--- src/design/rpmc_pkg.sv ---
`default_nettype none

package rpmc_pkg;

    localparam int unsigned DebounceW = 8;
    localparam int unsigned CurrentW  = 16;
    localparam int unsigned CfgDataW  = 16;
    localparam int unsigned CfgIndexW = 1;
    localparam int unsigned PatMsW    = 12;

    // Configuration register indexes.
    localparam logic [CfgIndexW-1:0] CFG_DEBOUNCE      = 1'b0;
    localparam logic [CfgIndexW-1:0] CFG_FAULT_CURRENT = 1'b1;

    localparam logic [DebounceW-1:0] DEBOUNCE_RESET = 8'd50;
    localparam logic [CurrentW-1:0]  FAULT_RESET    = 16'd100;
    localparam logic [DebounceW-1:0] STABLE_MAX     = 8'd255;

    // Blink pattern timing in 1 ms ticks.
    localparam logic [PatMsW-1:0] THREE_PERIOD = 12'd1900;
    localparam logic [PatMsW-1:0] ALT_PERIOD   = 12'd3000;
    localparam logic [PatMsW-1:0] ALT_HALF     = 12'd1500;
    localparam logic [PatMsW-1:0] BLINK_MS     = 12'd150;
    localparam logic [PatMsW-1:0] TWO_END      = 12'd600;

    typedef enum logic [3:0] {
        OP_TICK          = 4'd0,
        OP_TURN_ON       = 4'd1,
        OP_TURN_OFF      = 4'd2,
        OP_ALERT         = 4'd3,
        OP_ALERT_OFF     = 4'd4,
        OP_LINK_UP       = 4'd5,
        OP_LINK_DOWN     = 4'd6,
        OP_BROKER_UP     = 4'd7,
        OP_BROKER_LOST   = 4'd8,
        OP_CURRENT_CHECK = 4'd9
    } op_t;

    typedef enum logic [1:0] {
        MODE_LINK   = 2'd0,
        MODE_BROKER = 2'd1,
        MODE_ONLINE = 2'd2,
        MODE_ALERT  = 2'd3
    } mode_t;

    typedef enum logic [1:0] {
        PAT_SOLID = 2'd0,
        PAT_THREE = 2'd1,
        PAT_TWO   = 2'd2,
        PAT_ALT   = 2'd3
    } pattern_t;

    typedef struct packed {
        mode_t                mode;
        logic                 fault;
        logic                 relay;
        logic                 led;
        pattern_t             pattern;
        logic [PatMsW-1:0]    pattern_ms;
        logic                 solid_level;
        logic                 link_down;
        logic                 first_connect_done;
        logic                 button_prev;
        logic [DebounceW-1:0] button_stable_ms;
        logic                 button_handled;
    } state_t;

    localparam state_t STATE_RESET = '{
        mode:               MODE_LINK,
        fault:              1'b0,
        relay:              1'b0,
        led:                1'b0,
        pattern:            PAT_THREE,
        pattern_ms:         '0,
        solid_level:        1'b0,
        link_down:          1'b1,
        first_connect_done: 1'b0,
        button_prev:        1'b0,
        button_stable_ms:   '0,
        button_handled:     1'b0
    };

    typedef struct packed {
        logic [3:0]          operation;
        logic                button_level;
        logic [CurrentW-1:0] current_ma;
        logic                current_valid;
    } item_t;

    typedef struct packed {
        logic  relay_drive;
        logic  led_on;
        mode_t mode;
        logic  fault_mode;
        logic  ev_switch_on;
        logic  ev_switch_off;
        logic  ev_alert;
        logic  ev_alert_off;
        logic  ev_relay_fault;
        logic  restart_request;
        logic  acknowledged;
        logic  status_request;
    } result_t;

    // Two short blinks: on for the first and third 150 ms slot.
    function automatic logic two_blink_on(input logic [PatMsW-1:0] t);
        return (t < BLINK_MS) || ((t >= 2 * BLINK_MS) && (t < 3 * BLINK_MS));
    endfunction

    // Three short blinks: on for the first, third and fifth 150 ms slot.
    function automatic logic three_blink_on(input logic [PatMsW-1:0] t);
        return two_blink_on(t) || ((t >= 4 * BLINK_MS) && (t < 5 * BLINK_MS));
    endfunction

endpackage

`default_nettype wire

--- src/design/relay_plug_mode_controller_core.sv ---
`default_nettype none

// Mode controller for a switched outlet. Each input item is a 1 ms tick with the raw
// button level, a remote command, a link or broker event, or a load current check, and
// every item produces exactly one result item carrying the relay and LED levels, the
// connection mode and fault latch after that item, plus event flags for that item. Items
// move through two registers: an accepted item is held in an input register, and once
// the result register is free a single pass of shallow logic updates the controller
// state and loads the result register, where the result is presented until it is
// taken. One item is accepted in every cycle for as long as results are taken; the
// rate is set by that single state update, which every item must see from its
// predecessor. The result register lets a new item enter while a finished result
// still waits. The two configuration registers (debounce ticks at index 0, fault
// current threshold in mA at index 1) are written through the plain write port and
// should only change while the block is idle. All state is flip-flops and is ready
// right after reset.
module relay_plug_mode_controller_core (
    input  logic                                clk,
    input  logic                                rst_n,
    input  logic                                cfg_we,
    input  logic [rpmc_pkg::CfgIndexW-1:0]      cfg_index,
    input  logic [rpmc_pkg::CfgDataW-1:0]       cfg_data,
    input  logic                                in_valid,
    output logic                                in_ready,
    input  logic [3:0]                          operation,
    input  logic                                button_level,
    input  logic [rpmc_pkg::CurrentW-1:0]       current_ma,
    input  logic                                current_valid,
    output logic                                out_valid,
    input  logic                                out_ready,
    output logic                                relay_drive,
    output logic                                led_on,
    output logic [1:0]                          mode,
    output logic                                fault_mode,
    output logic                                ev_switch_on,
    output logic                                ev_switch_off,
    output logic                                ev_alert,
    output logic                                ev_alert_off,
    output logic                                ev_relay_fault,
    output logic                                restart_request,
    output logic                                acknowledged,
    output logic                                status_request
);
    import rpmc_pkg::*;

    logic [DebounceW-1:0] debounce_reg;
    logic [CurrentW-1:0]  fault_current_reg;

    item_t   item_reg;
    logic    item_valid_reg;
    state_t  state_reg;
    state_t  state_next;
    result_t result_reg;
    result_t result_next;
    logic    out_valid_reg;

    logic    out_free;
    logic    advance;

    // The result register is free when empty or being drained this cycle.
    assign out_free = !out_valid_reg || out_ready;
    assign advance  = item_valid_reg && out_free;
    assign in_ready = !item_valid_reg || advance;

    always_ff @(posedge clk or negedge rst_n)
    begin
        if (!rst_n)
        begin
            debounce_reg      <= DEBOUNCE_RESET;
            fault_current_reg <= FAULT_RESET;
        end
        else if (cfg_we)
        begin
            case (cfg_index)
                CFG_DEBOUNCE:      debounce_reg      <= cfg_data[DebounceW-1:0];
                CFG_FAULT_CURRENT: fault_current_reg <= cfg_data[CurrentW-1:0];
                default:           debounce_reg      <= debounce_reg;
            endcase
        end
    end

    // Input register.
    always_ff @(posedge clk or negedge rst_n)
    begin
        if (!rst_n)
        begin
            item_valid_reg <= 1'b0;
        end
        else if (in_ready)
        begin
            item_valid_reg <= in_valid;
        end
    end

    always_ff @(posedge clk)
    begin
        if (in_valid && in_ready)
        begin
            item_reg <= '{operation:     operation,
                          button_level:  button_level,
                          current_ma:    current_ma,
                          current_valid: current_valid};
        end
    end

    rpmc_step u_step (
        .cur              (state_reg),
        .item             (item_reg),
        .debounce_ms      (debounce_reg),
        .fault_current_ma (fault_current_reg),
        .nxt              (state_next),
        .res              (result_next)
    );

    // Controller state advances exactly once per item, as it enters the result register.
    always_ff @(posedge clk or negedge rst_n)
    begin
        if (!rst_n)
        begin
            state_reg     <= STATE_RESET;
            out_valid_reg <= 1'b0;
        end
        else
        begin
            if (advance)
            begin
                state_reg <= state_next;
            end
            if (out_free)
            begin
                out_valid_reg <= item_valid_reg;
            end
        end
    end

    always_ff @(posedge clk)
    begin
        if (advance)
        begin
            result_reg <= result_next;
        end
    end

    assign out_valid       = out_valid_reg;
    assign relay_drive     = result_reg.relay_drive;
    assign led_on          = result_reg.led_on;
    assign mode            = result_reg.mode;
    assign fault_mode      = result_reg.fault_mode;
    assign ev_switch_on    = result_reg.ev_switch_on;
    assign ev_switch_off   = result_reg.ev_switch_off;
    assign ev_alert        = result_reg.ev_alert;
    assign ev_alert_off    = result_reg.ev_alert_off;
    assign ev_relay_fault  = result_reg.ev_relay_fault;
    assign restart_request = result_reg.restart_request;
    assign acknowledged    = result_reg.acknowledged;
    assign status_request  = result_reg.status_request;

    // A latched fault is only ever entered from, and held in, the online mode.
    assert property (@(posedge clk) disable iff (!rst_n)
        out_valid && fault_mode |-> mode == MODE_ONLINE)
        else $error("fault latched outside online mode");

    // A relay fault event means the relay is off and the latch is set.
    assert property (@(posedge clk) disable iff (!rst_n)
        out_valid && ev_relay_fault |-> fault_mode && !relay_drive)
        else $error("relay fault event without latched fault");

    // The relay cannot switch both ways on one item.
    assert property (@(posedge clk) disable iff (!rst_n)
        out_valid |-> $onehot0({ev_switch_on, ev_switch_off}))
        else $error("relay on and off events together");

    // Input back-pressure only when both stages hold items and the output stalls.
    assert property (@(posedge clk) disable iff (!rst_n)
        !in_ready |-> item_valid_reg && out_valid_reg && !out_ready)
        else $error("input stalled without a full pipeline");

endmodule

`default_nettype wire

--- src/design/rpmc_step.sv ---
`default_nettype none

module rpmc_step (
    input  rpmc_pkg::state_t                     cur,
    input  rpmc_pkg::item_t                      item,
    input  logic [rpmc_pkg::DebounceW-1:0]       debounce_ms,
    input  logic [rpmc_pkg::CurrentW-1:0]        fault_current_ma,
    output rpmc_pkg::state_t                     nxt,
    output rpmc_pkg::result_t                    res
);
    import rpmc_pkg::*;

    // Selecting a pattern restarts its timer; a solid pattern drives the LED at once.
    function automatic state_t with_pattern(input state_t s, input pattern_t p,
                                            input logic solid);
        state_t r;
        r = s;
        r.pattern     = p;
        r.pattern_ms  = '0;
        r.solid_level = solid;
        if (p == PAT_SOLID)
        begin
            r.led = solid;
        end
        return r;
    endfunction

    state_t            s;
    logic [PatMsW-1:0] t;
    logic              cmd_ok;

    assign cmd_ok = (item.operation >= OP_TURN_ON) && (item.operation <= OP_ALERT_OFF)
                    && !cur.fault;
    assign t = cur.pattern_ms;

    always_comb
    begin
        s   = cur;
        res = '0;
        if (cmd_ok)
        begin
            case (op_t'(item.operation))
                OP_TURN_ON:
                begin
                    s.relay = 1'b1;
                    res.ev_switch_on   = 1'b1;
                    res.acknowledged   = 1'b1;
                    res.status_request = 1'b1;
                    s = with_pattern(s, PAT_TWO, 1'b1);
                end
                OP_TURN_OFF:
                begin
                    s.relay = 1'b0;
                    res.ev_switch_off  = 1'b1;
                    res.acknowledged   = 1'b1;
                    res.status_request = 1'b1;
                    if (cur.mode == MODE_ALERT)
                    begin
                        // Switching off during an alert latches the fault.
                        s.mode  = MODE_ONLINE;
                        s.fault = 1'b1;
                        res.ev_alert_off = 1'b1;
                        s = with_pattern(s, PAT_THREE, 1'b0);
                    end
                    else
                    begin
                        s = with_pattern(s, PAT_TWO, 1'b1);
                    end
                end
                OP_ALERT:
                begin
                    if (cur.mode == MODE_ONLINE)
                    begin
                        s.mode = MODE_ALERT;
                        res.ev_alert       = 1'b1;
                        res.acknowledged   = 1'b1;
                        res.status_request = 1'b1;
                        s = with_pattern(s, PAT_ALT, 1'b0);
                    end
                end
                default:
                begin
                    if (cur.mode == MODE_ALERT)
                    begin
                        s.mode = MODE_ONLINE;
                        res.ev_alert_off   = 1'b1;
                        res.acknowledged   = 1'b1;
                        res.status_request = 1'b1;
                        s = with_pattern(s, PAT_SOLID, 1'b1);
                    end
                end
            endcase
        end
        else
        begin
            case (op_t'(item.operation))
                OP_LINK_UP:
                begin
                    if (cur.link_down)
                    begin
                        s.link_down = 1'b0;
                        s.mode      = MODE_BROKER;
                        s.fault     = 1'b0;
                        s = with_pattern(s, PAT_SOLID, 1'b1);
                    end
                end
                OP_LINK_DOWN:
                begin
                    if (!cur.link_down)
                    begin
                        s.link_down = 1'b1;
                        if (cur.fault || (cur.mode != MODE_LINK && cur.mode != MODE_BROKER))
                        begin
                            s = with_pattern(s, PAT_THREE, 1'b0);
                        end
                    end
                end
                OP_BROKER_UP:
                begin
                    if (!cur.link_down)
                    begin
                        res.status_request = 1'b1;
                        if (!cur.first_connect_done)
                        begin
                            s.first_connect_done = 1'b1;
                            s = with_pattern(s, PAT_TWO, 1'b1);
                        end
                        if (cur.mode == MODE_BROKER && !cur.fault)
                        begin
                            s.mode = MODE_ONLINE;
                            s = with_pattern(s, PAT_SOLID, 1'b1);
                        end
                    end
                end
                OP_BROKER_LOST:
                begin
                    if (!cur.link_down && cur.mode == MODE_ONLINE && !cur.fault)
                    begin
                        s.mode = MODE_BROKER;
                    end
                end
                OP_CURRENT_CHECK:
                begin
                    if (!cur.link_down && cur.mode == MODE_ONLINE && !cur.fault
                        && item.current_valid && !cur.relay
                        && (item.current_ma > fault_current_ma))
                    begin
                        s.fault = 1'b1;
                        res.ev_relay_fault = 1'b1;
                        s = with_pattern(s, PAT_THREE, 1'b0);
                    end
                end
                OP_TICK:
                begin
                    // Debounce: count ticks at a steady level, saturating.
                    if (item.button_level != cur.button_prev)
                    begin
                        s.button_stable_ms = '0;
                    end
                    else if (cur.button_stable_ms < STABLE_MAX)
                    begin
                        s.button_stable_ms = cur.button_stable_ms + 8'd1;
                    end
                    s.button_prev = item.button_level;
                    if (item.button_level && (s.button_stable_ms > debounce_ms))
                    begin
                        if (!cur.button_handled)
                        begin
                            s.button_handled = 1'b1;
                            if (cur.fault)
                            begin
                                res.restart_request = 1'b1;
                            end
                            else if (cur.mode != MODE_LINK)
                            begin
                                s.relay = !cur.relay;
                                res.ev_switch_on  = !cur.relay;
                                res.ev_switch_off = cur.relay;
                            end
                        end
                    end
                    else if (!item.button_level)
                    begin
                        s.button_handled = 1'b0;
                    end
                    // The timer never reaches the period of the active pattern.
                    case (cur.pattern)
                        PAT_THREE:
                        begin
                            s.led = three_blink_on(t);
                            s.pattern_ms = (t >= THREE_PERIOD - 12'd1) ? '0 : t + 12'd1;
                        end
                        PAT_TWO:
                        begin
                            if (t < TWO_END)
                            begin
                                s.led        = two_blink_on(t);
                                s.pattern_ms = t + 12'd1;
                            end
                            else
                            begin
                                s.led        = cur.solid_level;
                                s.pattern    = PAT_SOLID;
                                s.pattern_ms = '0;
                            end
                        end
                        PAT_ALT:
                        begin
                            s.led = (t < ALT_HALF);
                            s.pattern_ms = (t >= ALT_PERIOD - 12'd1) ? '0 : t + 12'd1;
                        end
                        default:
                        begin
                            s.led = cur.led;
                        end
                    endcase
                end
                default:
                begin
                    s = cur;
                end
            endcase
        end
        res.relay_drive = s.relay;
        res.led_on      = s.led;
        res.mode        = s.mode;
        res.fault_mode  = s.fault;
    end

    assign nxt = s;

endmodule

`default_nettype wire

--- config.mk ---
export PLATFORM = sky130hd
export DESIGN_NAME = relay_plug_mode_controller_core
export DESIGN_NICKNAME = d
export VERILOG_FILES = /design/src/design/rpmc_pkg.sv /design/src/design/relay_plug_mode_controller_core.sv /design/src/design/rpmc_step.sv
export SDC_FILE = /design/constraint.sdc
export NUM_CORES = 1
export LEC_CHECK = 0
export BUFFER_PORTS_ARGS = -buffer_cell sky130_fd_sc_hd__buf_2
export CORE_MARGIN = 4
export CORE_UTILIZATION = 40
export CTS_BUF_LIST = sky130_fd_sc_hd__clkbuf_16
export CTS_CLUSTER_SIZE = 8
export DETAILED_ROUTE_END_ITERATION = 12
export PLACE_DENSITY = 0.59
export SYNTH_ARGS = -nofsm -noshare
export SYNTH_HDL_FRONTEND = slang
export SYNTH_SLANG_ARGS = --single-unit
--- constraint.sdc ---
create_clock -name clk -period 4.95 [get_ports clk]
set_clock_uncertainty 0.1 [all_clocks]
set_input_delay 0.495 -clock clk [delete_from_list [all_inputs] [get_ports clk]]
set_output_delay 0.495 -clock clk [all_outputs]
set_load 0.05 [all_outputs]
==> impl_metrics.csv <==
group,metric,value,unit
timing,max_freq,0.2836,GHz
synth,synth_compound_area_share,18.66,%
grt,grt_antenna_before_repair,0,
clock_tree,hold_buffers,0,
synth,synthAdderAreaFrac,6.606,%
placed_design,port_buffers,58,
timing,rsz0062_at_grt,"no",
timing,finalCriticalPeriod,3.526,ns
clock_tree,root_buffer,"clkbuf_16",
setup_path,worst-path-buf-inv,0,
layout,layout_common_cells,"buf_2 (58), nand2_1 (56), dfrtp_1 (50), inv_1 (42), nor2_1 (40)",
route,dr.first_iter.drc_count,379,
outcome,run_status,"finished, final reports clean",
placed_design,hpwl,9.104,mm
die,core.rowCount,42,
synth,synthArstFlopShare,62.37,%
layout,drive_above_1_share,19.67,%
clock_tree,post_cts_buffers,0,
setup_path,max_stage_delay,0.44,ns
timing,hold_viol,0,
synth,synthSimpleGateAreaFrac,17.33,%
timing,relSlewSlack,22.23,%
placed_design,gp_congestion,0.9114,
timing,period_share,71.23,%
grt,grt_pass1_wl,21.40,mm
setup_path,slowest_stage,"dfrtp_1",
setup_path,crit_type,"flop to flop",
clock_tree,clock_latency,0.35,ns
min_path,min_from,"current_ma[9]",
setup_path,cp_max_fo,6,
synth,yosysUniqueCellTypes,72,
route,drt-pass1-iter-count,5,
synth,netlist_top_cells_area,"dfrtp_1 (23%), edfxtp_1 (19%), ha_1 (6.6%), mux2_2 (4.1%), dfstp_2 (3.8%)",
layout,final_util,46.01,%
setup_path,crit_family,"simple AND/OR/NAND/NOR gates",
die,ios,59,
die,start_util,41.15,%
setup_path,crit_start,"state_reg[1]",
setup_path,cp.arrival,3.53,ns
setup_path,critPathCaptureType,"flop",
route,drcViolationCount,0,
route,routed-via-count,4339,
synth,synthXorXnorAreaFrac,2.073,%
timing,setup_slack,1.424,ns
synth,syn_area,0.005493,sq mm
timing,final.setup.tns,0,ns
grt,grt_pass1_vias,4339,
timing,tightest_slew,1.157,ns
pwr,p_leak,2.596,nW
synth,synth_top_area_cell,"dfrtp_1",
pwr,total_power,1.935,mW
clock_tree,numCtsBuffers,9,
setup_path,worst_setup_path_start_kind,"flop",
layout,layout_commonest_cell,"buf_2",
setup_path,r2r-start,"state_reg[1]",
synth,synth_mux_area_share,4.282,%
layout,diodes,0,
synth,synth_edf_count,35,
layout,largest_reg_flops,32,
layout,layout.nets,678,
route,wl,12.52,mm
synth,syn_avg_cell_area,9.722,sq um
route,wire_per_inst,15.93,microns
synth,synth_fp_nets,638,
die,die_w,125.2,microns
setup_path,path_depth,13,
die,fp.dieH,125.2,microns
synth,syn_inst,565,
placed_design,numPlacedInstances,770,
synth,synth_seq_cells,93,
layout,fill_cells,1311,
synth,synth_top_family_by_area,"compound AO/OA/AOI/OAI gates",
synth,ys_warn_count,0,
clock_tree,cts_tree,"done",
pwr,irDropWorstVdd,0.0001623,V
synth,synthFlopType,"dfrtp_1",
clock_tree,cts_num_sinks,93,
grt,grt_max_degree,59,
layout,area_delta_synth_final,11.80,%
clock_tree,cts_resized,0,
route,routed_via_density,5.520,
min_path,min_path_type,"input port to flop",
min_path,whs_path_depth,1,
flow_run,maxCapViolCount,0,
grt,gr-total-overflow,0,
die,core_region_area,0.01335,sq mm
setup_path,r2r_cells,13,
clock_tree,cts_buffer_depth,2,
route,antenna_left,0,
setup_path,worstPathCellList,"ha_1 > and3_1 > nand3_1 > nand4_1 > xor2_1 > nor2_1 > ha_1 > nand4_1 > o21ai_0 > or4_1 > a21oi_2 > a211oi_1 > a211o_1",
pwr,power_per_cell_area,315.0,mW/mm^2
timing,final_max_slew_viol_count,0,
clock_tree,h-tree-depth,3,
placed_design,dp_slack,1.449,ns
grt,track_usage,16.59,%
die,die_area,0.01567,sq mm
synth,ys_seq_area_share,45.74,%
timing,finalSetupViolCount,0,
layout,layout.cells.non_filler,786,
clock_tree,clkSlewWorstSetupHoldPaths,0.06,ns
setup_path,required,4.95,ns
synth,yosys.area.top_type_share,22.78,%
stage by stage:
step,instance area [sq um],hold slack [ns]
finish,6141,0.2217
global route,6141,0.2118
CTS,6141,0.2067
detailed placement,5873,0.3636
global placement,5873,0.3577
floorplan,5493,0.09941
where the power goes:
part	switching, mW	internal [mW]
combinational	0.220	0.141
sequential	0.0670	0.881
clock	0.289	0.337
total	0.575	1.36
synth_stat cells, types with 10 or more instances:
master,number
a21oi_1,26
clkbuf_1,18
dfrtp_1,50
edfxtp_1,35
ha_1,29
inv_1,41
mux2_2,20
nand2_1,56
nand2b_1,12
nand3_1,20
nand4_1,10
nor2_1,40
nor3_1,14
o21ai_0,39
o31ai_1,10
routing by layer:
layer  vias to the layer above  global-route usage, %  wire length, microns
met5                         -                      0                     0
met4                         0                  6.505                   181
met3                        13                  3.412                   681
met2                       139                  26.70                  6071
met1                      2063                  22.04                  5589
li1                       2124                      -                     -
final timing paths:
path,endpoint,slack (ns)
worst min register to register,state_reg[10],0.37
worst max-delay path,relay_drive,1.42
worst min-delay path,item_reg[10],0.22
min in group asynchronous,state_reg[7],0.23
worst max register to register,relay_drive,1.42
max in group asynchronous,fault_current_reg[15],4.00
worst register-to-register path, stage by stage (launching register included):
cell and delay (ns):
dfrtp_1 0.44, ha_1 0.25, and3_1 0.21, nand3_1 0.22, nand4_1 0.18, xor2_1 0.22, nor2_1 0.07, ha_1 0.32
nand4_1 0.14, o21ai_0 0.12, or4_1 0.42, a21oi_2 0.22, a211oi_1 0.11, a211o_1 0.28
cell type report:
cell class	count	area [sq um]	area share, %
sequential	93	2512	40.91
timing repair buffer	59	297.8	4.849
clock buffer	9	225.2	3.667
clock inverter	7	42.54	0.6927
inverter	41	153.9	2.506
tap	176	220.2	3.586
multi-input combinational	401	2689	43.79
logic make-up (layout without fill, tap and decap cells):
family                   after synthesis  count (layout)
AO/OA/AOI/OAI                        148             148
XOR/XNOR                              13              13
adder cells (fa/ha/maj)               29              29
buffers and inverters                 71             116
flip-flops                            93              93
multiplexers                          21              21
AND/OR/NAND/NOR                      190             190
Power figures use the tool's default switching activity.
